### src/mhpq_pkg.sv
// ----------------------------------------------------------------------------
// mhpq_pkg
// shared types, sizes and codes of the max-heap priority queue core
// ----------------------------------------------------------------------------
package mhpq_pkg;

  localparam int CAPACITY   = 1024;
  localparam int KEY_W      = 32;
  localparam int FILL_W     = 11;
  localparam int CNT_W      = $clog2(CAPACITY + 1);
  localparam int IDX_W      = CNT_W + 1;
  localparam int ADDR_W     = $clog2(CAPACITY);
  localparam int STATUS_W   = 2;
  localparam int FIFO_DEPTH = 4;
  localparam int FIFO_AW    = $clog2(FIFO_DEPTH);
  localparam int FIFO_CW    = $clog2(FIFO_DEPTH + 1);

  localparam logic ACT_INSERT = 1'b0;
  localparam logic ACT_REMOVE = 1'b1;

  localparam logic [STATUS_W-1:0] ST_OK    = 2'd0;
  localparam logic [STATUS_W-1:0] ST_EMPTY = 2'd1;
  localparam logic [STATUS_W-1:0] ST_FULL  = 2'd2;

  typedef enum logic [1:0] {
    OP_INSERT,
    OP_REMOVE,
    OP_FULL,
    OP_EMPTY
  } op_t;

  typedef struct packed {
    op_t                     op;
    logic signed [KEY_W-1:0] key;
    logic [CNT_W-1:0]        pos;   // insert: new slot, remove: count before
    logic [CNT_W-1:0]        fill;  // count after the transaction
  } cmd_t;

  typedef enum logic [3:0] {
    B_IDLE,
    B_INS_CHK,
    B_INS_CMP,
    B_REM_TOP,
    B_REM_TOPW,
    B_REM_LAST,
    B_REM_CHK,
    B_REM_L,
    B_REM_R,
    B_FIN
  } back_state_t;

  // one-based heap slot to zero-based store address
  function automatic logic [ADDR_W-1:0] slot_addr(input logic [IDX_W-1:0] s);
    logic [IDX_W-1:0] a;
    a = s - IDX_W'(1);
    return a[ADDR_W-1:0];
  endfunction

endpackage

### src/mhpq_front.sv
// ----------------------------------------------------------------------------
// mhpq_front
// accepts transactions, tracks the fill count and classifies each one
// ----------------------------------------------------------------------------
module mhpq_front (
  input  logic                              clk,
  input  logic                              rst_n,
  input  logic                              in_valid,
  output logic                              in_stall,
  input  logic                              in_action,
  input  logic signed [mhpq_pkg::KEY_W-1:0] in_key_in,
  input  logic                              q_full,
  output logic                              q_push,
  output mhpq_pkg::cmd_t                    q_cmd
);

  logic [mhpq_pkg::CNT_W-1:0] count_r, count_nxt;

  assign in_stall = q_full;
  assign q_push   = in_valid && !q_full;

  always_comb begin
    count_nxt  = count_r;
    q_cmd.key  = in_key_in;
    q_cmd.pos  = count_r;
    q_cmd.fill = count_r;
    q_cmd.op   = mhpq_pkg::OP_EMPTY;
    if (in_action == mhpq_pkg::ACT_INSERT) begin
      if (count_r >= mhpq_pkg::CNT_W'(mhpq_pkg::CAPACITY)) begin
        q_cmd.op = mhpq_pkg::OP_FULL;
      end else begin
        q_cmd.op   = mhpq_pkg::OP_INSERT;
        q_cmd.pos  = count_r + mhpq_pkg::CNT_W'(1);
        q_cmd.fill = count_r + mhpq_pkg::CNT_W'(1);
        count_nxt  = count_r + mhpq_pkg::CNT_W'(1);
      end
    end else if (count_r != '0) begin
      q_cmd.op   = mhpq_pkg::OP_REMOVE;
      q_cmd.fill = count_r - mhpq_pkg::CNT_W'(1);
      count_nxt  = count_r - mhpq_pkg::CNT_W'(1);
    end
  end

  always_ff @(posedge clk) begin
    if (!rst_n) begin
      count_r <= '0;
    end else if (q_push) begin
      count_r <= count_nxt;
    end
  end

endmodule

### config.mk
export PLATFORM = sky130hd
export DESIGN_NAME = mhpq_front
export DESIGN_NICKNAME = d
export VERILOG_FILES = /design/src/mhpq_pkg.sv /design/src/mhpq_front.sv
export SDC_FILE = /design/constraint.sdc
export NUM_CORES = 1
export LEC_CHECK = 0
export BUFFER_PORTS_ARGS = -buffer_cell sky130_fd_sc_hd__buf_2
export CAP_MARGIN = 0
export CELL_PAD_IN_SITES_DETAIL_PLACEMENT = 0
export CELL_PAD_IN_SITES_GLOBAL_PLACEMENT = 1
export CORE_MARGIN = 3
export CORE_UTILIZATION = 31
export DETAILED_ROUTE_END_ITERATION = 10
export PLACE_DENSITY_LB_ADDON = 0.1
export SYNTH_ARGS = -nofsm -noshare
export SYNTH_HDL_FRONTEND = slang
export SYNTH_SLANG_ARGS = --single-unit
### constraint.sdc
create_clock -name clk -period 4.6 [get_ports clk]
set_input_delay 0.23 -clock clk [delete_from_list [all_inputs] [get_ports clk]]
set_output_delay 0.23 -clock clk [all_outputs]
set_load 0.1 [all_outputs]
[After elaboration in Yosys (flattened, before gate mapping)]
Cells that the tools add are included.
Widths: inputs -> output; s select.
Word-level totals
  register bits: 11
  latch bits: 0
  RAM bits: 0
  ROM bits: 0
  input bits: 37
  output and inout port bits: 58
  logic and storage cells: 18
  memories: 0
Operators by class
  add/subtract/negate cells: 2
  multipliers: 0
  div/mod/pow operators: 0
  $lt $le $gt $ge: 1
  eq/ne operators: 1
  shift operators: 0
  muxes and demuxes: 9
  bitwise logic cells: 0
  reduce and logical (&&, ||, !) cells: 4
Operator list (count)
  $mux 11: 5
  $mux 22: 1
  $add 11x1->11 const B: 1
  $ge 11x11->1 const B: 1
  $reduce_bool 11->1: 1
  $sub 11x1->11 const B: 1
  $mux 2: 3
  $ne 2x2->1 const B: 1
  $reduce_and 2->1: 1
  $logic_and 1x1->1: 1
  $logic_not 1->1: 1

[Longest topological paths before layout]
Gate-level depths: netlist (run 1).
  word-level depth: 3
  gate-level depth with buffers: 8
  depth with buffers taken out: 6

[Least setup slack after synthesis (run 1)]
No wires, ideal clock.
  path kind: reg-to-output
  from: reg count_r[0] (netlist bit)
  to: out q_cmd[0] (netlist bit)
  arrival time: 3541 ps
  required time: 4370 ps
  path slack: 829 ps
  cell stages (with the launch flop): 9
  path buffers: 2
  cell sequence: dfxtp_1 -> clkbuf_1 -> inv_1 -> ha_1 -> or3b_2 -> clkbuf_1 -> o31a_1 -> nor2_2 -> xnor2_1
RTL lines
  start: declaration: line mhpq_front.sv:17  | logic [mhpq_pkg::CNT_W-1:0] count_r, count_nxt;
  start signal: assignment: line mhpq_front.sv:48  | count_r <= count_nxt;
  end: declaration: line mhpq_front.sv:14  | output mhpq_pkg::cmd_t q_cmd

==> results of run 1 <==
## cells in the mapped netlist, types with 4 or more instances
cell type / instances / area (µm²)
a21oi_1: 4 / 20.0
a31oi_1: 5 / 31.3
buf_4: 35 / 263
clkbuf_1: 13 / 48.8
dfxtp_1: 11 / 220
inv_1: 7 / 26.3
mux2i_1: 7 / 70.1
nand2_1: 22 / 82.6
nand2b_1: 6 / 37.5
nand3_1: 5 / 25.0
nand4_1: 4 / 25.0
nor2_1: 7 / 26.3
nor3_1: 9 / 45.0
nor4_1: 9 / 56.3
o21ai_0: 10 / 50.1
xnor2_1: 15 / 131
## stage by stage
stage	setup WS [ns]	instances	util	area, µm²
4_1_cts	1.53	269	0.314	1510
3_5_place_dp	1.79	265	0.305	1470
5_1_grt	1.33	269	0.314	1510
6_report	1.54	269	0.314	1510
3_3_place_gp	1.84	265	0.305	1470
2_1_floorplan	0.829	220	-	1570
## power breakdown
part	internal (mW)	total (mW)	switching (mW)
Combinational	0.0757	0.380	0.304
Sequential	0.101	0.120	0.0186
Clock	0.0611	0.101	0.0397
## metal layers
| layer | up-vias | track usage | wire [µm] |
|---|---|---|---|
| met3 | 14 | 0.0293 | 354 |
| met1 | 674 | 0.197 | 1900 |
| li1 | 711 | - | - |
| met4 | 0 | 0.0569 | 81 |
| met5 | - | 0 | 0 |
| met2 | 54 | 0.264 | 2160 |
## worst paths after layout
kind                   start  cells past startpoint          end  slack, ns
setup / recovery  count_r[0]                      7     q_cmd[3]       1.54
hold / removal         rst_n                      2  count_r[10]       0.36
hold reg to reg   count_r[7]                      2   count_r[7]       0.60
setup reg to reg  count_r[0]                      6   count_r[5]       2.33
## worst max-delay path, stage by stage, from the launching register on
cell     delay (ns)
dfxtp_1        0.43
inv_1          0.15
ha_1           0.22
or3b_2         0.57
o31ai_1        0.49
o41ai_1        0.14
xor2_1         0.15
buf_2          0.44
## area by class of cell
type | count | area [µm²]
Timing Repair Buffer | 31 | 158
Inverter | 7 | 26.3
Sequential cell | 11 | 220
Multi-Input combinational cell | 149 | 980
Clock buffer | 4 | 45.0
Fill cell | 563 | 3300
Tap cell | 67 | 83.8
## logic make-up after synthesis
family                     count (synthesis)  share of synthesized area
AOI/OAI and AO/OA                         45                      0.204
xor gates and xnor gates                  18                      0.101
adders and majority gates                  2                     0.0160
buffers and inverters                     60                      0.235
DFF                                       11                      0.140
muxes                                      7                     0.0447
and+or+nand+nor                           77                      0.260
==> metrics, run 1 <==
Seq/Total Area, Yosys=0.140; CTS Hold Bufs=0; # setup viols final=0; first-pass GRT wire length=7550 µm; most common cell after layout, fill and taps aside=buf_2; worst-margin pin slew=0.966 ns; Die Footprint=5950 µm²; Setup crit start kind=register; PwrDens=397 nW/µm²; syn_nets=259; CP Class=register to output port; WP data arrival=2.83 ns; gate count of the mapped netlist=between 200 and 250; dpl hpwl=about 3400 µm; starting density of the core=0.325; vias=1453; Top FF cell, synth=dfxtp_1; I/O pins=95; leakage power=0.615 nW; IR drop worst, VDD=0.173 mV; Max Slew Vio Count=0; Max FO, Critical Path=13; Routed WL=4500 µm; Clk Tree Root Cell=clkbuf_8; total core area=4820 µm²; port buffer count=30; Final Cycle Share=0.665; Req. time, crit path=4.37 ns; CTS resizes=0; synthesized area per cell=7.13 µm²; final hold viol count=0; DR WL/cell=~17 µm; CTS Buf Count=3; vias per cell=5.40; max FFs per register=11; synth warn=0; DRT antenna net count=0; Post-CTS Setup Repair Bufs=0; Sinks on Clock Net=11; RSZ-0062 raised after global routing=no; fmax=327 MHz; Clock Path Buffers=2; global-route usage over all layers=0.156; H-tree levels=1; GRT overflow=0; max-slew headroom at the worst pin=0.353; Worst Hold Class=input pin to register; antenna fix cells=0; Reg clk slew, reported paths=0.06 ns; Top reg by flops=count_r; ys async rst share=0; status=complete, no violations; largest net degree at the start of global routing=28; #FFs+latches synth=11; synth unique cells=49; total power=0.601 mW; TNS Setup=0 ns; CTS tree=done; GPL Wtd Cong=between 0.8 and 0.9; Top Registers=count_r: 11 flops; fin nets=roughly 240; nature of the critical path endpoint=output port; synthesized area=1570 µm²; First-pass DRT Iterations=4; share of layout cells above drive strength 1=0.198; die width=77.1 µm; number of synthesized flops with an enable pin=0; Clock Latency Late Sink=approximately 0.24 ns; # Max-Cap Violations=0; DRC Markers=0; first-iteration detailed-routing DRC count=97; clk_skew=0.00267 ns; vias in the first global route=1438; Area growth syn-to-layout=-3.51%; Std-Cell Rows=25; Hold WS=0.362 ns; post-layout min period=3.06 ns; die height=about 77 µm; initial antenna violation count=0; most frequent cells in the layout=30 x buf_2, 22 x nand2_1, 15 x xnor2_1
Power figures use the tool's default switching activity.
==> run 2: changes to the inputs <==
Settings changed: CORE_UTILIZATION 31 to 29.
Clock period 4.6 ns to 2.95 ns, I/O delays scaled along.
==> run 2 against run 1 <==
Via count is 4.6% higher. First-iteration DRC count stayed put. Wire length is 5.6% higher. Worst hold slack worse by 0.092 ns. Critical path depth stayed put. Total power is 74% higher. Cell area is 13% higher. Sequential power is 49% higher. Sequential share of layout area is 1.6 points lower. Largest cell class unchanged.
==> metrics, run 2 (synthesized netlist as in run 1, its figures left out) <==
antenna fix cells=0 (unchanged); Clock Path Buffers=2 (unchanged); M1 WL=2000 µm (+5.4%); DR WL/cell=17.1 µm (+2.1%); TNS Setup=0 ns (unchanged); DRT antenna net count=0 (unchanged); First-pass DRT Iterations=4 (unchanged); uppermost layer routed=met4; Sinks on Clock Net=11 (unchanged); Worst Hold Class=input pin to register; Post-CTS Setup Repair Bufs=0 (unchanged); Reg clk slew, reported paths=0.06 ns (about the same); global-route usage over all layers=0.149 (-0.00699); Top reg by flops=count_r; # setup viols final=0 (unchanged); Max FO, Critical Path=9 (-4); Layout Utilization=0.330 (+0.0157); worst-margin pin slew=0.829 ns (-0.137 ns); WP data arrival=2.58 ns (-0.25 ns); share of layout cells above drive strength 1=0.264 (+0.0664); total core area=5170 µm² (+7.4%); crit-path cells=inv_1 -> ha_1 -> or3b_2 -> o31a_1 -> nor2_2 -> xnor2_2 -> buf_2; status=complete, no violations; Clock Latency Late Sink=0.25 ns (about the same); CTS Buf Count=3 (unchanged); I/O pins=95 (unchanged); CTS resizes=0 (unchanged); Die Footprint=6320 µm² (+6.3%); CP Class=register to output port; port buffer count=30 (unchanged); CP max stage cell=or3b_2; first-iteration detailed-routing DRC count=97 (unchanged); final instance area=1710 µm² (+13%); dpl hpwl=3550 µm (+4.3%); H-tree levels=1 (unchanged); CP peak stage delay=0.58 ns (about the same); met3 wire length=291 µm (-18%); largest net degree at the start of global routing=28 (unchanged); CTS tree=done; clk_skew=0.00392 ns (+0.00124 ns); routed length on met2=2360 µm (+9.2%); Clk Tree Root Cell=clkbuf_8; vias per cell=5.47 (+1.2%); DRC Markers=0 (unchanged); Routed WL=4750 µm (+5.6%); PwrDens=612 nW/µm² (+54%); Req. time, crit path=2.80 ns (-1.57 ns); Std-Cell Rows=26 (+4.0%); fin nets=248 (+2.5%); IR drop worst, VDD=0.213 mV (+23%); Final Cycle Share=0.926; nature of the critical path endpoint=output port; fmax=around 370 MHz; initial antenna violation count=0 (unchanged); placed cell area=1660 µm² (+13%); post-layout min period=around 2.7 ns; vias=1520 (+4.6%); RSZ-0062 raised after global routing=no; GPL Wtd Cong=0.773 (-5.5%); most common cell after layout, fill and taps aside=buf_2; die height=79.5 µm (+3.1%); CTS Hold Bufs=0 (unchanged); final hold viol count=0 (unchanged); Area growth syn-to-layout=8.78%; total power=1.04 mW (+74%); max-slew headroom at the worst pin=0.441 (+0.0878); leakage power=0.699 nW (+14%); Top Registers=count_r: 11 flops; # Max-Cap Violations=0 (unchanged); starting density of the core=0.303 (-0.0224); max FFs per register=11 (unchanged); vias in the first global route=1421 (-1.2%); most frequent cells in the layout=26 x buf_2, 22 x nand2_1, 11 x dfxtp_1; first-pass GRT wire length=7370 µm (-2.4%); die width=79.5 µm (+3.1%); GRT overflow=0 (unchanged); Max Slew Vio Count=0 (unchanged); Setup crit start kind=register
==> run 2: layer usage <==
metal  vias up  global-route usage
met5         -                   0
met4         0              0.0584
met3        12              0.0226
met2        57               0.250
met1       731               0.190
li1        720                   -
==> run 2: report_power, final <==
part | switching [mW] | internal (mW)
Sequential | 0.0212 | 0.158
Clock | 0.0702 | 0.0956
Combinational | 0.512 | 0.188
Total | 0.603 | 0.441
==> run 2: area by class of cell <==
| type | count | area, µm² |
|---|---|---|
| inverters | 7 | 26.3 |
| fillers | 558 | 3470 |
| flip-flops and latches | 11 | 220 |
| multi-input cells | 149 | 1060 |
| well taps | 70 | 87.6 |
| repair buffers | 37 | 263 |
| clock buffers | 4 | 45.0 |
==> run 2: worst paths after layout <==
path	from	endpoint	slack (ns)	cells past startpoint
max	count_r[1]	q_cmd[0]	0.22	7
min reg2reg	count_r[4]	count_r[4]	0.61	2
max reg2reg	count_r[1]	count_r[5]	0.86	6
min	rst_n	count_r[10]	0.27	2
==> run 2: worst max-delay path: cells and delay by family, from the launching register on <==
family	cells	cell delay, ns
buffers and inverters	2	0.53
adders and majority gates	1	0.21
xor gates and xnor gates	1	0.12
DFF	1	0.31
AOI/OAI and AO/OA	1	0.42
and+or+nand+nor	2	0.75
==> run 2: through the flow <==
step	hold slack [ns]	std cells	setup slack [ns]
finish	0.270	278	0.218
global placement	0.296	274	0.487
CTS	0.281	278	0.184
detailed placement	0.296	274	0.455
floorplan	0.303	220	-0.357
global route	0.289	278	0.0849
==> run 3: changes to the inputs <==
==> constraint.sdc (replaced) <==
create_clock -name clk -period 2.95 [get_ports clk]
set_input_delay 0.295 -clock clk [delete_from_list [all_inputs] [get_ports clk]]
set_output_delay 0.295 -clock clk [all_outputs]
set_load 0.1 [all_outputs]
==> run 3 against run 2 <==
Non-clock buffer count is 7 higher. Via count is 2.0% higher. Final cell count is 2.5% higher. Count of clock-buffer cells in the layout stayed put. Die area stayed put. Total power is 4.2% higher. Global-route usage is 0.19 points higher. Clock power is 5% lower. Worst setup slack worse by 0.14 ns. Register-to-register slack worse by 0.13 ns. Sequential power is 7% lower. Largest cell class unchanged.
==> metrics, run 3 (synthesized netlist as in run 1, its figures left out) <==
Req. time, crit path=2.65 ns (-0.15 ns); # setup viols final=0 (unchanged); worst-margin pin slew=0.799 ns (-0.0309 ns); First-pass DRT Iterations=4 (unchanged); Reg-to-Reg Start=count_r[1]; fillcell total=536 (-3.9%); Reg clk slew, reported paths=0.06 ns (about the same); post-layout min period=2.87 ns (+0.141 ns); GPL Wtd Cong=0.870 (+13%); Hold Path Cell Cnt=2 (unchanged); Std-Cell Rows=26 (unchanged); Area growth syn-to-layout=18.0%; R2R cell count=6 (unchanged); vias per cell=5.44 (-0.53%); antenna fix cells=0 (unchanged); Max Slew Vio Count=0 (unchanged); nature of the critical path endpoint=output port; Clk Tree Root Cell=clkbuf_8; vias in the first global route=1429 (+0.56%); final hold viol count=0 (unchanged); CTS tree=done; Top Registers=count_r: 11 flops; Top reg by flops=count_r; Hold WS=0.439 ns (+0.169 ns); Final Cycle Share=0.974 (+0.0479); GRT overflow=0 (unchanged); Die Footprint=6320 µm² (unchanged); CTS Buf Count=3 (unchanged); clk_skew=0.00437 ns (+0.000454 ns); Worst Hold Class=input pin to register; CP Launch Point=count_r[1]; global-route usage over all layers=0.151 (+0.00192); Layout Utilization=0.358 (+0.0278); M1 WL=2130 µm (+6.2%); Routed WL=4810 µm (+1.2%); max-slew headroom at the worst pin=0.462 (+0.0208); uppermost layer routed=met4; initial antenna violation count=0 (unchanged); H-tree levels=1 (unchanged); dpl hpwl=3660 µm (+3.2%); Max FO, Critical Path=9 (unchanged); FF-to-FF End=count_r[5]; leakage power=0.776 nW (+11%); starting density of the core=0.303 (unchanged); CTS Hold Bufs=0 (unchanged); die height=79.5 µm (unchanged); fmax=348 MHz (-4.9%); Register Area=220 µm² (unchanged); total core area=5170 µm² (unchanged); area of the multi-input gates=1120 µm² (+5.8%); max FFs per register=11 (unchanged); DR WL/cell=16.9 µm (-1.3%); largest net degree at the start of global routing=28 (unchanged); met3 wire length=323 µm (+11%); hold endpoint=count_r[10]; Setup crit start kind=register; share of layout cells above drive strength 1=0.316 (+0.0519); IR drop worst, VDD=0.303 mV (+42%); first-iteration detailed-routing DRC count=97 (unchanged); die width=79.5 µm (unchanged); Clock Path Buffers=2 (unchanged); fin nets=255 (+2.8%); vias=1550 (+2.0%); most frequent cells in the layout=24 x buf_2, 22 x nand2_1, 14 x buf_4; Hold Crit Start=rst_n; status=complete, no violations; WP data arrival=2.58 ns (about the same); routed length on met2=2280 µm (-3.4%); DRC Markers=0 (unchanged); most common cell after layout, fill and taps aside=buf_2; Clock Latency Late Sink=0.24 ns (about the same); RSZ-0062 raised after global routing=no; port buffer count=30 (unchanged); PwrDens=589 nW/µm² (-3.9%); Sinks on Clock Net=11 (unchanged); first-pass GRT wire length=7530 µm (+2.1%); flop-to-flop setup slack=0.73 ns (-0.13 ns); # Max-Cap Violations=0 (unchanged); I/O pins=95 (unchanged); DRT antenna net count=0 (unchanged); CP Class=register to output port
==> run 3: worst max-delay path by stage <==
stage	depth (start not counted)	to	slack (ns)
after floorplan	8	q_cmd[5]	-0.10
after global placement	7	q_cmd[7]	0.30
after detailed placement	7	q_cmd[7]	0.25
after CTS	7	q_cmd[2]	0.02
after global routing	7	q_cmd[2]	0.003
final	7	q_cmd[7]	0.08
==> run 3: report_power, final <==
part	total, mW	switching, mW	internal, mW
sequential	0.166	0.00783	0.158
clock	0.158	0.0627	0.0953
combinational	0.765	0.539	0.226
==> run 3: critical path, cell delays in order (launching register included) <==
cell	delay [ns]
dfxtp_1	0.31
inv_1	0.11
ha_1	0.25
or3b_2	0.58
o31a_1	0.45
a31oi_4	0.29
xnor2_4	0.15
buf_12	0.19
==> run 3: stage by stage <==
step / cells / cell area (µm²) / power, mW / setup slack, ns / setup TNS, ns
after floorplan: 220 / 1700 / 0.956 / -0.102 / -0.277
final: 285 / 1850 / 1.09 / 0.0767 / 0
after detailed placement: 281 / 1780 / 0.921 / 0.249 / 0
after global placement: 281 / 1780 / 0.920 / 0.298 / 0
after CTS: 285 / 1830 / 1.08 / 0.0163 / 0
after global routing: 285 / 1850 / 1.13 / 0.00278 / 0
==> run 3: timing repair <==
| item | CTS | global route |
|---|---|---|
| cloned | 0 | 0 |
| pin swaps | 0 | 0 |
| setup buffers | 0 | 0 |
| resized for setup | 1 | 3 |
| setup endpoints to repair | 1 | 3 |
==> run 3: metal layers <==
| layer | GRT usage | up-vias |
|---|---|---|
| met5 | 0 | - |
| met4 | 0.0550 | 0 |
| met3 | 0.0395 | 14 |
| met2 | 0.241 | 60 |
| met1 | 0.195 | 735 |
| li1 | - | 741 |
==> run 3: final cells by class <==
cell class / instances / share of cell area
Clock buffer: 4 / 0.0244
Timing Repair Buffer: 44 / 0.187
Tap cell: 70 / 0.0474
Inverter: 7 / 0.0142
Sequential cell: 11 / 0.119
Multi-Input combinational cell: 149 / 0.608
