`config.mk`:
```
export PLATFORM = sky130hd
export DESIGN_NAME = mhpq_fifo
export DESIGN_NICKNAME = d
export VERILOG_FILES = /design/src/mhpq_pkg.sv /design/src/mhpq_fifo.sv
export SDC_FILE = /design/constraint.sdc
export NUM_CORES = 1
export LEC_CHECK = 0
export BUFFER_PORTS_ARGS = -buffer_cell sky130_fd_sc_hd__buf_2
export CORE_MARGIN = 10
export CORE_UTILIZATION = 51
export CTS_CLUSTER_DIAMETER = 80
export DETAILED_ROUTE_END_ITERATION = 6
export PLACE_DENSITY = 0.86
export SLEW_MARGIN = 20
export SYNTH_ARGS = -nofsm -noshare
export SYNTH_HDL_FRONTEND = slang
export SYNTH_SLANG_ARGS = --single-unit
```
`constraint.sdc`:
```
create_clock -name clk -period 2.43 [get_ports clk]
set_clock_uncertainty 0.2 [all_clocks]
set_input_delay 0.243 -clock clk [delete_from_list [all_inputs] [get_ports clk]]
set_output_delay 0.243 -clock clk [all_outputs]
set_load 0.01 [all_outputs]
```
`src/mhpq_pkg.sv`:
```
// ----------------------------------------------------------------------------
// mhpq_pkg
// shared types, sizes and codes of the max-heap priority queue core
// ----------------------------------------------------------------------------
package mhpq_pkg;

  localparam int CAPACITY   = 1024;
  localparam int KEY_W      = 32;
  localparam int FILL_W     = 11;
  localparam int CNT_W      = $clog2(CAPACITY + 1);
  localparam int IDX_W      = CNT_W + 1;
  localparam int ADDR_W     = $clog2(CAPACITY);
  localparam int STATUS_W   = 2;
  localparam int FIFO_DEPTH = 4;
  localparam int FIFO_AW    = $clog2(FIFO_DEPTH);
  localparam int FIFO_CW    = $clog2(FIFO_DEPTH + 1);

  localparam logic ACT_INSERT = 1'b0;
  localparam logic ACT_REMOVE = 1'b1;

  localparam logic [STATUS_W-1:0] ST_OK    = 2'd0;
  localparam logic [STATUS_W-1:0] ST_EMPTY = 2'd1;
  localparam logic [STATUS_W-1:0] ST_FULL  = 2'd2;

  typedef enum logic [1:0] {
    OP_INSERT,
    OP_REMOVE,
    OP_FULL,
    OP_EMPTY
  } op_t;

  typedef struct packed {
    op_t                     op;
    logic signed [KEY_W-1:0] key;
    logic [CNT_W-1:0]        pos;   // insert: new slot, remove: count before
    logic [CNT_W-1:0]        fill;  // count after the transaction
  } cmd_t;

  typedef enum logic [3:0] {
    B_IDLE,
    B_INS_CHK,
    B_INS_CMP,
    B_REM_TOP,
    B_REM_TOPW,
    B_REM_LAST,
    B_REM_CHK,
    B_REM_L,
    B_REM_R,
    B_FIN
  } back_state_t;

  // one-based heap slot to zero-based store address
  function automatic logic [ADDR_W-1:0] slot_addr(input logic [IDX_W-1:0] s);
    logic [IDX_W-1:0] a;
    a = s - IDX_W'(1);
    return a[ADDR_W-1:0];
  endfunction

endpackage

```
`src/mhpq_fifo.sv`:
```
// ----------------------------------------------------------------------------
// mhpq_fifo
// short command queue between the front and the back
// ----------------------------------------------------------------------------
module mhpq_fifo (
  input  logic           clk,
  input  logic           rst_n,
  input  logic           push,
  input  mhpq_pkg::cmd_t push_cmd,
  output logic           full,
  input  logic           pop,
  output mhpq_pkg::cmd_t pop_cmd,
  output logic           not_empty
);

  mhpq_pkg::cmd_t               q_r [mhpq_pkg::FIFO_DEPTH];
  logic [mhpq_pkg::FIFO_AW-1:0] wr_ptr_r, rd_ptr_r;
  logic [mhpq_pkg::FIFO_CW-1:0] cnt_r;
  logic                         do_push, do_pop;

  assign full      = (cnt_r == mhpq_pkg::FIFO_CW'(mhpq_pkg::FIFO_DEPTH));
  assign not_empty = (cnt_r != '0);
  assign do_push   = push && !full;
  assign do_pop    = pop && not_empty;
  assign pop_cmd   = q_r[rd_ptr_r];

  always_ff @(posedge clk) begin
    if (do_push) begin
      q_r[wr_ptr_r] <= push_cmd;
    end
  end

  always_ff @(posedge clk) begin
    if (!rst_n) begin
      wr_ptr_r <= '0;
      rd_ptr_r <= '0;
      cnt_r    <= '0;
    end else begin
      if (do_push) begin
        wr_ptr_r <= wr_ptr_r + mhpq_pkg::FIFO_AW'(1);
      end
      if (do_pop) begin
        rd_ptr_r <= rd_ptr_r + mhpq_pkg::FIFO_AW'(1);
      end
      unique case ({do_push, do_pop})
        2'b10:   cnt_r <= cnt_r + mhpq_pkg::FIFO_CW'(1);
        2'b01:   cnt_r <= cnt_r - mhpq_pkg::FIFO_CW'(1);
        default: cnt_r <= cnt_r;
      endcase
    end
  end

endmodule

```
After elaboration in Yosys (flattened, before gate mapping)
Memory sizes are Yosys's and may differ from the RTL's. A register that Yosys moved wholly into a read port is not among the register bits.
Cells that the tools add are included.
Widths: inputs -> output; s select.

storage, ports and cells
  flip-flop bits (word level) = 7
  bits in latches = 0
  bits in writable memories = 224
  ROM bits = 0
  bits of input ports = 60
  output and inout bits = 58
  memories kept = 1

operators by class
  add/subtract/negate cells = 4
  multipliers = 0
  divide/modulo/power cells = 0
  magnitude comparators = 0
  equality and inequality tests = 3
  shift-type cells = 0
  mux-type cells = 5
  bitwise logic cells = 0
  reductions and logical operators = 5

memories
  memory  words  bits a word  rd ports  clocked after Yosys merged registers in  wr ports  line             RTL
  q_r     4      56           1         1                                        1         mhpq_fifo.sv:16  mhpq_pkg::cmd_t q_r [mhpq_pkg::FIFO_DEPTH];

operator list
  operator             count
  $pmux 3 s2           1
  $add 2x1->2 const B  2
  $mux 2               2
  $add 3x1->3 const B  1
  $eq 3x3->1 const B   1
  $reduce_bool 3->1    1
  $sub 3x1->3 const B  1
  $eq 2x1->1 const B   1
  $eq 2x2->1 const B   1
  $logic_and 1x1->1    2
  $mux 1               2
  $reduce_bool 2->1    1
  $logic_not 1->1      1

Depth between registers and ports, before layout
Gate-level depths: netlist (run 1).

  word-level depth = 5
  gate-level depth with buffers = 10

Least setup slack after synthesis (run 1)
No wires, ideal clock.

  path type = reg-to-reg
  start point = register cnt_r[2] in the netlist's numbering
  end point = memory q_r[0][0] in the netlist's numbering (enable)
  library setup time = 420 ps
  data arrival time = 2105 ps
  data required time = 1810 ps
  slack = -294 ps
  cell stages (with the launch flop) = 5
  path buffers = 1
  cell sequence = dfxtp_1 > nor3b_2 > nor2b_1 > buf_2 > and2_1

on the way
  word-level cells in the longest chain between the ends = 5

RTL lines
  what                          line             RTL
  from (decl)                   mhpq_fifo.sv:18  logic [mhpq_pkg::FIFO_CW-1:0] cnt_r;
  from (signal assigned)        mhpq_fifo.sv:46  2'b10: cnt_r <= cnt_r + mhpq_pkg::FIFO_CW'(1);
  from (signal assigned)        mhpq_fifo.sv:47  2'b01: cnt_r <= cnt_r - mhpq_pkg::FIFO_CW'(1);
  from (signal assigned)        mhpq_fifo.sv:48  default: cnt_r <= cnt_r;
  $eq 3x3->1                    mhpq_fifo.sv:21  assign full = (cnt_r == mhpq_pkg::FIFO_CW'(mhpq_pkg::FIFO_DEPTH));
  net full                      mhpq_fifo.sv:10  output logic full,
  $logic_not 1->1               mhpq_fifo.sv:23  assign do_push = push && !full;
  $logic_and 1x1->1             mhpq_fifo.sv:23
  $mux 1                        mhpq_fifo.sv:28  if (do_push) begin
  $mux 1 (implied by the code)  mhpq_fifo.sv:29  q_r[wr_ptr_r] <= push_cmd;
  to (decl)                     mhpq_fifo.sv:16

The timed path passes the listed nets, and every way through them passes these cells.

==> results of run 1 <==
-- through the flow --
step	power (mW)	setup TNS (ns)
floorplan	6.76	0
global placement	7.51	0
detailed placement	7.59	0
CTS	11.1	0
global route	11.5	-0.0228
finish	10.9	0
-- layout by cell type (no fill, tap or decap), types with 2 or more instances in the layout --
cell type	Yosys	final
and2_1	7	3
and2_4	0	4
buf_12	4	7
buf_2	6	116
buf_6	1	2
clkbuf_1	2	4
clkbuf_16	0	24
clkbuf_8	0	3
clkinv_1	0	3
clkinv_2	0	4
dfxtp_1	9	6
dfxtp_2	0	2
diode_2	0	2
dlygate4sd3_1	0	57
edfxtp_1	224	224
ha_1	5	5
inv_1	6	6
mux2i_1	2	2
mux4_2	56	56
nand2_1	5	5
nor2b_1	3	3
o21ai_0	2	2
or3_1	2	2
xnor2_1	3	3
-- area by class of cell --
class | instances | area, um2 | share of cell area (%)
Sequential cell | 233 | 6910 | 63.7
Multi-Input combinational cell | 91 | 1560 | 14.3
Timing Repair Buffer | 184 | 1350 | 12.4
Clock buffer | 31 | 657 | 6.06
Tap cell | 220 | 275 | 2.54
Clock inverter | 9 | 70.1 | 0.646
Inverter | 6 | 22.5 | 0.208
Antenna cell | 2 | 5.00 | 0.0461
-- state kept, by name, indices dropped and copies added (netlist names), named ones only --
signal,count
q_r,224
cnt_r,3
rd_ptr_r,2
wr_ptr_r,2
-- cells by family after synthesis --
logic type / Yosys count
multiplexers: 58
buffers and inverters: 20
AND/OR/NAND/NOR: 18
flip-flops: 233
AO/OA/AOI/OAI: 5
XOR/XNOR: 4
adder cells (fa/ha/maj): 6
-- path summary, 6_finish.rpt --
kind / start / end / slack, ns / cells past startpoint
setup / recovery: flop / pop_cmd[38] / 0.09 / 3
hold / removal: pop / flop / 0.06 / 4
setup reg to reg: cnt_r[0]$_SDFFE_PN0P_ / cnt_r[2]$_SDFFE_PN0P_ / 0.10 / 7
hold reg to reg: wr_ptr_r[0]$_SDFFE_PN0P_ / wr_ptr_r[0]$_SDFFE_PN0P_ / 0.32 / 2
-- power by group through the flow --
stage	Combinational (mW)	Sequential, mW	Clock, mW
after floorplan	1.75	5.01	0
after global placement	2.49	5.02	0
after detailed placement	2.53	5.06	0
after CTS	2.63	4.98	3.45
after global routing	2.83	5.02	3.61
final	2.59	4.99	3.36
-- metal layers --
layer  vias to the layer above  global-route usage (%)  wire length, um
met2                       123                    25.9             8730
met3                        25                    3.71             1050
met5                         -                       0                0
met1                      2104                    18.5             6720
li1                       1840                       -                -
met4                         0                    3.98              291
-- worst min-delay path, cell delays in order --
cell and delay [ns]:
buf_2 0.11, o311ai_1 0.12, xnor2_1 0.08, and2_1 0.16
-- timing repair --
item                       in CTS  in global routing
cloned                          0                  0
hold buffers                   57                  0
resized for setup               1                  5
setup endpoints to repair       2                  3
hold endpoints to repair      233                  0
==> qor.yml, run 1 <==
worst_setup_path:
  cp_slowest_cell: "mux4_2"
  cp-end-kind: "output port"
  path_max_fanout: 37
  cp-start-kind: "flop"
  path_cells: "buf_16 -> mux4_2 -> buf_2"
  arrival_ns: 1.89
  crit_type: "reg2out"
  cpLargestDelayFamily: "multiplexers"
  crit_buf_inv: 2
  slowest_delay_ns: 0.57
  critPathRequiredTime_ns: 1.99
run:
  cap_violations: 0
floorplanning:
  die_area_um2: 22500
  core-area_um2: 16600
  start_util_pct: 51.9
  die_x_um: 150
  die_h_um: 150
  row_count: 47
  io_pins: 118
cells_and_area:
  nFillCells: 1115
  finish.net_count: 605
  fin_util_pct: 65.4
  finalNonFillerCells: 776
  finish.instance_area_um2: 10800
  drive_gt1_share_pct: 40.4
  syn2layout_area_growth_pct: 26.1
clocking:
  cts_htree_levels: 1
  root_buffer: "clkbuf_16"
  cts_tree: "yes"
  clock_path_buffers: 3
  cts_made_buffers: 23
  clkTransAtPathRegs_ns: 0.06
  post_cts_buffers: 0
  cts_sinks: 233
  clkLatencyLatePin_ns: 0.50
place:
  place_inst: 677
  hpwl_mm: 9.77
  io_buffers: 117
  place.gp.congestion: 0.751
  placedInstanceArea_um2: 9520
  pre_cts_ws_ns: 0.130
global_route:
  grt_usage_pct: 15.0
  grt_max_degree: 57
  grt_pass1_wl_mm: 26.2
  antenna_found_initial: 2
  overflow: 0
  grt_pass1_vias: 4641
yosys:
  synthCells: 344
  yosysTopAreaCell: "edfxtp_1"
  syn_area_per_cell_um2: 25.0
  synth-xor-area-share_pct: 0.407
  synth_compound_area_share_pct: 0.407
  synth_edf_count: 224
  synth_cell_type_count: 23
  yosysMostFrequentCell: "edfxtp_1"
  ys_top_cells_by_count: "edfxtp_1 (224), mux4_2 (56), dfxtp_1 (9), and2_1 (7)"
  synthArstFlopShare_pct: 0
  synthAdderAreaFrac_pct: 0.960
  syn_area_um2: 8610
  synthFlopType: "edfxtp_1"
  yosys_warnings: 0
  seq_area_frac_synth_pct: 80.3
  ys_ff_latch: 233
  synthesis.nets: 410
  synth_top_family_by_area: "multiplexers"
  yosysTopAreaCellShare_pct: 78.2
  synth_mux_area_share_pct: 14.9
  synth-simple-area-share_pct: 1.24
  synth_area_leaders: "edfxtp_1 (78%), mux4_2 (15%), dfxtp_1 (2.1%)"
power_and_ir_drop:
  switchingPower_mw: 2.79
  power.internal_mw: 8.14
  pwr-share-clk_pct: 30.7
  switching_share_pct: 25.5
  p_comb_share_pct: 23.7
  p_leak_nw: 3.70
  ir_drop_v: 0.000640
  p_per_area_nw_per_um2: 1010
  pwr-share-seq_pct: 45.6
routing:
  dr.pass1.iters: 7
  drcViolationCount: 0
  avgViaCountPerCell: 5.27
  wl_per_cell_um: 21.6
  antenna_left: 0
  drt-initial-drc-count: 233
  route.vias.total: 4092
  postRouteWirelength_mm: 16.8
sta:
  setup_ws_ns: 0.0946
  tightest_slew_ns: 0.385
  min_period_ns: 2.34
  hold_violations: 0
  finalMaxSlewViolations: 0
  finalSetupViolCount: 0
  fmax_mhz: 428
  fin_hold_ws_ns: 0.0647
  relSlewSlack_pct: 73.9
  finalCritPeriodShare_pct: 96.1
min_path:
  hold_path.class: "in2reg"
status:
  status: "complete, no violations"
No activity file was read; power rests on OpenSTA's default activity.
==> run 2: changes to the inputs <==
Settings changed: CORE_UTILIZATION 51 to 57, PLACE_DENSITY 0.86 to 0.9.
Clock period 2.43 ns to 2.2 ns, I/O delays scaled along.
==> qor.yml, run 2 (synthesized netlist as in run 1, its figures left out) <==
worst_setup_path:
  cp-start-kind: "flop"
  path_cells: "buf_16 -> mux4_2 -> buf_6"
  ff2ff_path_depth: 9  # +2
  cp-end-kind: "output port"
  slowest_delay_ns: 0.55  # -0.02 ns
  rr_startpoint: "cnt_r[1]$_SDFFE_PN0P_"
  critPathRequiredTime_ns: 1.78  # -0.21 ns
  arrival_ns: 1.83  # -0.06 ns
  reg2reg_slack_ns: 0.05  # -0.05 ns
  cpLargestDelayFamily: "multiplexers"
  r2r_end: "cnt_r[2]$_SDFFE_PN0P_"
  cp_slowest_cell: "mux4_2"
  crit_type: "reg2out"
  path_max_fanout: 14  # -62%
  crit_buf_inv: 2  # unchanged
routing:
  drt-initial-drc-count: 208  # -11%
  drcViolationCount: 0  # unchanged
  antenna_left: 0  # unchanged
  route.vias.total: 4210  # +2.9%
  avgViaCountPerCell: 5.62  # +6.6%
  dr.pass1.iters: 6  # -1
  wl_per_cell_um: 23.3  # +7.8%
  postRouteWirelength_mm: 17.5  # +4.1%
min_path:
  hp-start: "pop"
  min_path_cells: 4  # unchanged
  hold_path.class: "in2reg"
clocking:
  cts_sinks: 233  # unchanged
  clock_path_buffers: 3  # unchanged
  clkLatencyLatePin_ns: 0.50  # about the same
  root_buffer: "clkbuf_16"
  cts_htree_levels: 1  # unchanged
  clkTransAtPathRegs_ns: 0.06  # about the same
  cts_tree: "yes"
  cts_made_buffers: 23  # unchanged
power_and_ir_drop:
  total_power_mw: 12.7  # +17%
  p_leak_nw: 3.85  # +3.8%
  p_per_area_nw_per_um2: 1140  # +13%
  ir_drop_v: 0.000820  # +28%
sta:
  finalMaxSlewViolations: 0  # unchanged
  setup_ws_ns: -0.0511  # -0.146 ns
  finalCritPeriodShare_pct: 102
  rsz0062_at_grt: "yes"
  hold_violations: 0  # unchanged
  min_period_ns: 2.25
  tightest_slew_ns: 0.344  # -0.0409 ns
  finalSetupViolCount: 51  # +51
  relSlewSlack_pct: 77.0  # +3.1 points
  fmax_mhz: 444
cells_and_area:
  multi_input_area_um2: 1570  # +0.88%
  largestRegisters: "q_r (224), cnt_r (3)"
  fin_util_pct: 76.5  # +11 points
  top_register: "q_r"
  nFillCells: 760  # -32%
  drive_gt1_share_pct: 42.3  # +1.8 points
  layout_commonest_cell: "edfxtp_1"
  finish.net_count: 613  # +1.3%
  finalNonFillerCells: 749  # -3.5%
  mostFrequentLayoutCells: "edfxtp_1 (224), buf_2 (72), dlygate4sd3_1 (57)"
  largest_reg_flops: 224  # unchanged
  sequential_cell_area_um2: 6920  # +0.14%
  syn2layout_area_growth_pct: 30.2
floorplanning:
  io_pins: 118  # unchanged
  die_h_um: 143  # -4.7%
  core-area_um2: 14600  # -12%
  die_x_um: 143  # -4.7%
  die_area_um2: 20400  # -9.2%
  row_count: 44  # -6.4%
  start_util_pct: 58.8  # +6.9 points
global_route:
  overflow: 0  # unchanged
  antenna_found_initial: 1  # -1
  grt_max_degree: 57  # unchanged
  grt_pass1_vias: 4828  # +4.0%
  grt_pass1_wl_mm: 27.2  # +3.6%
  grt_usage_pct: 17.2  # +2.3 points
status:
  status: "finished with violations"
  violations: "setup timing"
place:
  place_inst: 645  # -4.7%
  hpwl_mm: 10.1  # +3.4%
  place.gp.congestion: 0.705  # -6.1%
  io_buffers: 117  # unchanged
  pre_cts_ws_ns: 0.0117  # -0.119 ns
run:
  cap_violations: 0  # unchanged
## run 2: repair_timing
action	in CTS	in global routing
gates cloned	2	0
buffers inserted	4	0
resized for setup	31	21
endpoints found under the setup margin	50	57
endpoints found under the hold margin	233	0
hold buffers	57	0
pin swaps	0	1
## run 2: per-stage QoR
stage	cell area (um2)	hold WS [ns]	setup TNS (ns)
after floorplan	8640	0.119	0
after global placement	9570	0.230	0
after detailed placement	9570	0.237	0
after CTS	11100	0.00711	-4.15
after global routing	11200	0.0443	-4.54
final	11200	0.0277	-1.04
## run 2: layout make-up
type,instances,area share [%]
flip-flops and latches,233,61.8
repair buffers,192,15.6
multi-input cells,91,14.0
clock buffers,30,5.64
well taps,184,2.05
clock inverters,11,0.704
inverters,6,0.201
diodes,2,0.0447
## run 2: how the worst max path moves through the flow
stage	end	slack (ns)	depth (start not counted)
floorplan	cnt_r[2]$_SDFFE_PN0P_	0.02	10
global placement	cnt_r[2]$_SDFFE_PN0P_	0.19	9
detailed placement	cnt_r[2]$_SDFFE_PN0P_	0.01	9
CTS	pop_cmd[21]	-0.13	4
global route	pop_cmd[7]	-0.12	3
finish	pop_cmd[7]	-0.05	3
## run 2: worst register-to-register path, stage by stage, from the launching register on
cell	delay, ns
dfxtp_4	0.37
nor3b_4	0.21
nor2b_2	0.08
inv_2	0.07
ha_4	0.14
inv_1	0.05
fa_2	0.33
xor2_1	0.16
or3_1	0.32
a21boi_1	0.14
## run 2: routing by layer
layer	global-route usage [%]	vias to the layer above	part of all wire (%)
met2	30.8	122	54
li1	-	1867	-
met3	4.05	20	5.6
met5	0	-	0
met4	3.75	0	1.1
met1	20.9	2201	39
## run 2: power breakdown
part	internal [mW]	leakage [nW]	total, mW	switching [mW]
combinational	2.02	1.36	3.58	1.56
clock	2.13	0.354	3.63	1.50
sequential	5.37	2.13	5.54	0.177
total	9.51	3.85	12.7	3.24
==> run 3: changes to the inputs <==
Settings changed: ABC_AREA set to 1.
==> qor.yml, run 3 <==
floorplanning:
  start_util_pct: 57.8  # -1.0 points
  die_area_um2: 21400  # +5.0%
  row_count: 46  # +4.5%
  die_h_um: 146  # +2.5%
  die_x_um: 146  # +2.5%
  core-area_um2: 15800  # +7.7%
  io_pins: 118  # unchanged
yosys:
  synth_edf_count: 224  # unchanged
  synthCells: 611  # +78%
  yosysMostFrequentCell: "edfxtp_1"
  yosys_warnings: 0  # unchanged
  seq_area_frac_synth_pct: 75.8  # -4.4 points
  synth_cell_type_count: 24  # +4.3%
  synthesis.nets: 677  # +65%
  yosysTopAreaCellShare_pct: 73.8  # -4.3 points
  ys_ff_latch: 233  # unchanged
  synthFlopType: "edfxtp_1"
  synth_area_leaders: "edfxtp_1 (74%), o21ai_0 (4.6%), nor2_1 (4.0%)"
  syn_area_um2: 9110  # +5.8%
  ys_top_cells_by_count: "edfxtp_1 (224), nor2_1 (96), o21ai_0 (84), o22ai_1 (36), o21ai_1 (26)"
  yosysTopAreaCell: "edfxtp_1"
  synthArstFlopShare_pct: 0  # unchanged
  syn_area_per_cell_um2: 14.9  # -40%
sta:
  fmax_mhz: 458  # +3.2%
  rsz0062_at_grt: "yes"
  fin_hold_ws_ns: 0.269  # +0.241 ns
  finalMaxSlewViolations: 0  # unchanged
  min_period_ns: 2.18  # -0.0690 ns
  hold_violations: 0  # unchanged
  finalSetupViolCount: 0  # -100%
  finalCritPeriodShare_pct: 99.2  # -3.1 points
  tightest_slew_ns: 0.361  # +0.0166 ns
  relSlewSlack_pct: 75.9  # -1.2 points
place:
  io_buffers: 117  # unchanged
  placedInstanceArea_um2: 9970  # +4.2%
  place.gp.congestion: 0.799  # +13%
  hpwl_mm: 11.6  # +14%
routing:
  dr.pass1.iters: 6  # unchanged
  drcViolationCount: 0  # unchanged
  route.vias.total: 5886  # +40%
  antenna_left: 0  # unchanged
  wl_per_cell_um: 20.9  # -10%
  drt-initial-drc-count: 632  # +200%
  postRouteWirelength_mm: 21.7  # +24%
  avgViaCountPerCell: 5.68  # +1.1%
global_route:
  antenna_found_initial: 0  # -1
  grt_max_degree: 57  # unchanged
  overflow: 0  # unchanged
  grt_pass1_vias: 5953  # +23%
  grt_pass1_wl_mm: 32.7  # +20%
  grt_usage_pct: 19.0  # +1.8 points
clocking:
  cts_made_buffers: 23  # unchanged
  clkTransAtPathRegs_ns: 0.06  # about the same
  clkLatencyLatePin_ns: 0.49  # about the same
  cts_tree: "yes"
  root_buffer: "clkbuf_16"
  clock_path_buffers: 3  # unchanged
  cts_htree_levels: 1  # unchanged
  cts_sinks: 233  # unchanged
cells_and_area:
  drive_gt1_share_pct: 29.1  # -13 points
  fin_util_pct: 73.1  # -3.4 points
  top_register: "q_r"
  finish.instance_area_um2: 11500  # +2.8%
  mostFrequentLayoutCells: "edfxtp_1 (224), buf_2 (116), nor2_1 (91)"
  multi_input_area_um2: 1910  # +22%
  layout_commonest_cell: "edfxtp_1"
  diodes: 0  # -2
  finish.net_count: 871  # +42%
  syn2layout_area_growth_pct: 26.5
  sequential_cell_area_um2: 6910  # -0.16%
  nFillCells: 952  # +25%
  largest_reg_flops: 224  # unchanged
  largestRegisters: "q_r (224), cnt_r (3)"
worst_setup_path:
  cp-end-kind: "output port"
  cp-start-kind: "flop"
  path_max_fanout: 21  # +7
  rr_startpoint: "cnt_r[2]$_SDFFE_PN0P_"
  arrival_ns: 1.76  # -0.07 ns
  critPathRequiredTime_ns: 1.78  # about the same
  crit_type: "reg2out"
min_path:
  hold_path.class: "in2reg"
  hp-start: "push_cmd[23]"
power_and_ir_drop:
  ir_drop_v: 0.000891  # +8.6%
  p_leak_nw: 4.11  # +6.8%
  p_per_area_nw_per_um2: 1100  # -3.0%
run:
  cap_violations: 0  # unchanged
status:
  status: "complete, no violations"
==> run 3: cell count changes after synthesis, moves of 7 or more <==
cell,previous run,this run
nand2_1,5,15
o21ai_0,2,84
mux4_2,56,0
o21ai_1,0,26
o22ai_2,0,20
nor2_4,0,20
and2_1,7,0
inv_1,6,17
nor2_1,0,96
clkbuf_1,2,16
o22ai_1,0,36
==> run 3: cell families after synthesis <==
| group | count (synthesis) | synth area share [%] |
|---|---|---|
| simple gates | 142 | 7.73 |
| fa+ha+maj | 6 | 0.907 |
| flops | 233 | 75.8 |
| compound gates | 175 | 11.9 |
| buf+inv | 55 | 3.61 |
==> run 3: layout make-up <==
type / count / area share [%]
clock buffer: 26 / 5.09
timing repair inverter: 1 / 0.0760
sequential: 233 / 60.0
multi-input combinational: 323 / 16.6
clock inverter: 14 / 1.29
tap: 216 / 2.35
inverter: 19 / 0.728
timing repair buffer: 204 / 13.9
==> run 3: layer usage <==
layer	vias to the layer above	track usage, %	wire [um]
met5	-	0	0
met3	33	3.34	1500
met2	287	35.1	11700
met4	0	4.85	367
li1	2667	-	-
met1	2899	22.4	8090
==> run 3: what timing repair did <==
action | in CTS | in global routing
endpoints found under the setup margin | 45 | 36
gates cloned | 2 | 3
resized for setup | 9 | 31
hold buffers | 59 | 0
setup buffers | 0 | 4
hold endpoints to repair | 233 | 0
==> run 3: stage by stage <==
step	setup TNS [ns]	total power [mW]	setup slack, ns	instances
5_1_grt	-0.117	13.3	-0.0484	1036
2_1_floorplan	-126.10	7.44	-0.563	611
3_3_place_gp	0	8.38	0.323	928
3_5_place_dp	0	8.49	0.238	928
6_report	0	12.7	0.0179	1036
4_1_cts	-0.157	12.5	-0.0275	1029
==> run 3: where the power goes <==
group | internal [mW] | total [mW] | switching [mW]
clock | 2.27 | 3.82 | 1.55
combinational | 1.33 | 3.49 | 2.15
sequential | 5.28 | 5.42 | 0.142
==> run 3: worst paths after layout <==
kind | to | slack, ns | cells past startpoint
worst max register to register | cnt_r[2]$_SDFFE_PN0P_ | 0.23 | 11
worst min register to register | wr_ptr_r[0]$_SDFFE_PN0P_ | 0.31 | 2
worst max-delay path | pop_cmd[30] | 0.02 | 5
worst min-delay path | q_r[3][23]$_DFFE_PP_ | 0.27 | 2
==> run 3: worst max-delay path, stage by stage, from the launching register on <==
cell      delay, ns
dfxtp_4        0.40
clkinv_8       0.12
buf_6          0.22
nor2_1         0.09
o22ai_1        0.25
buf_2          0.18
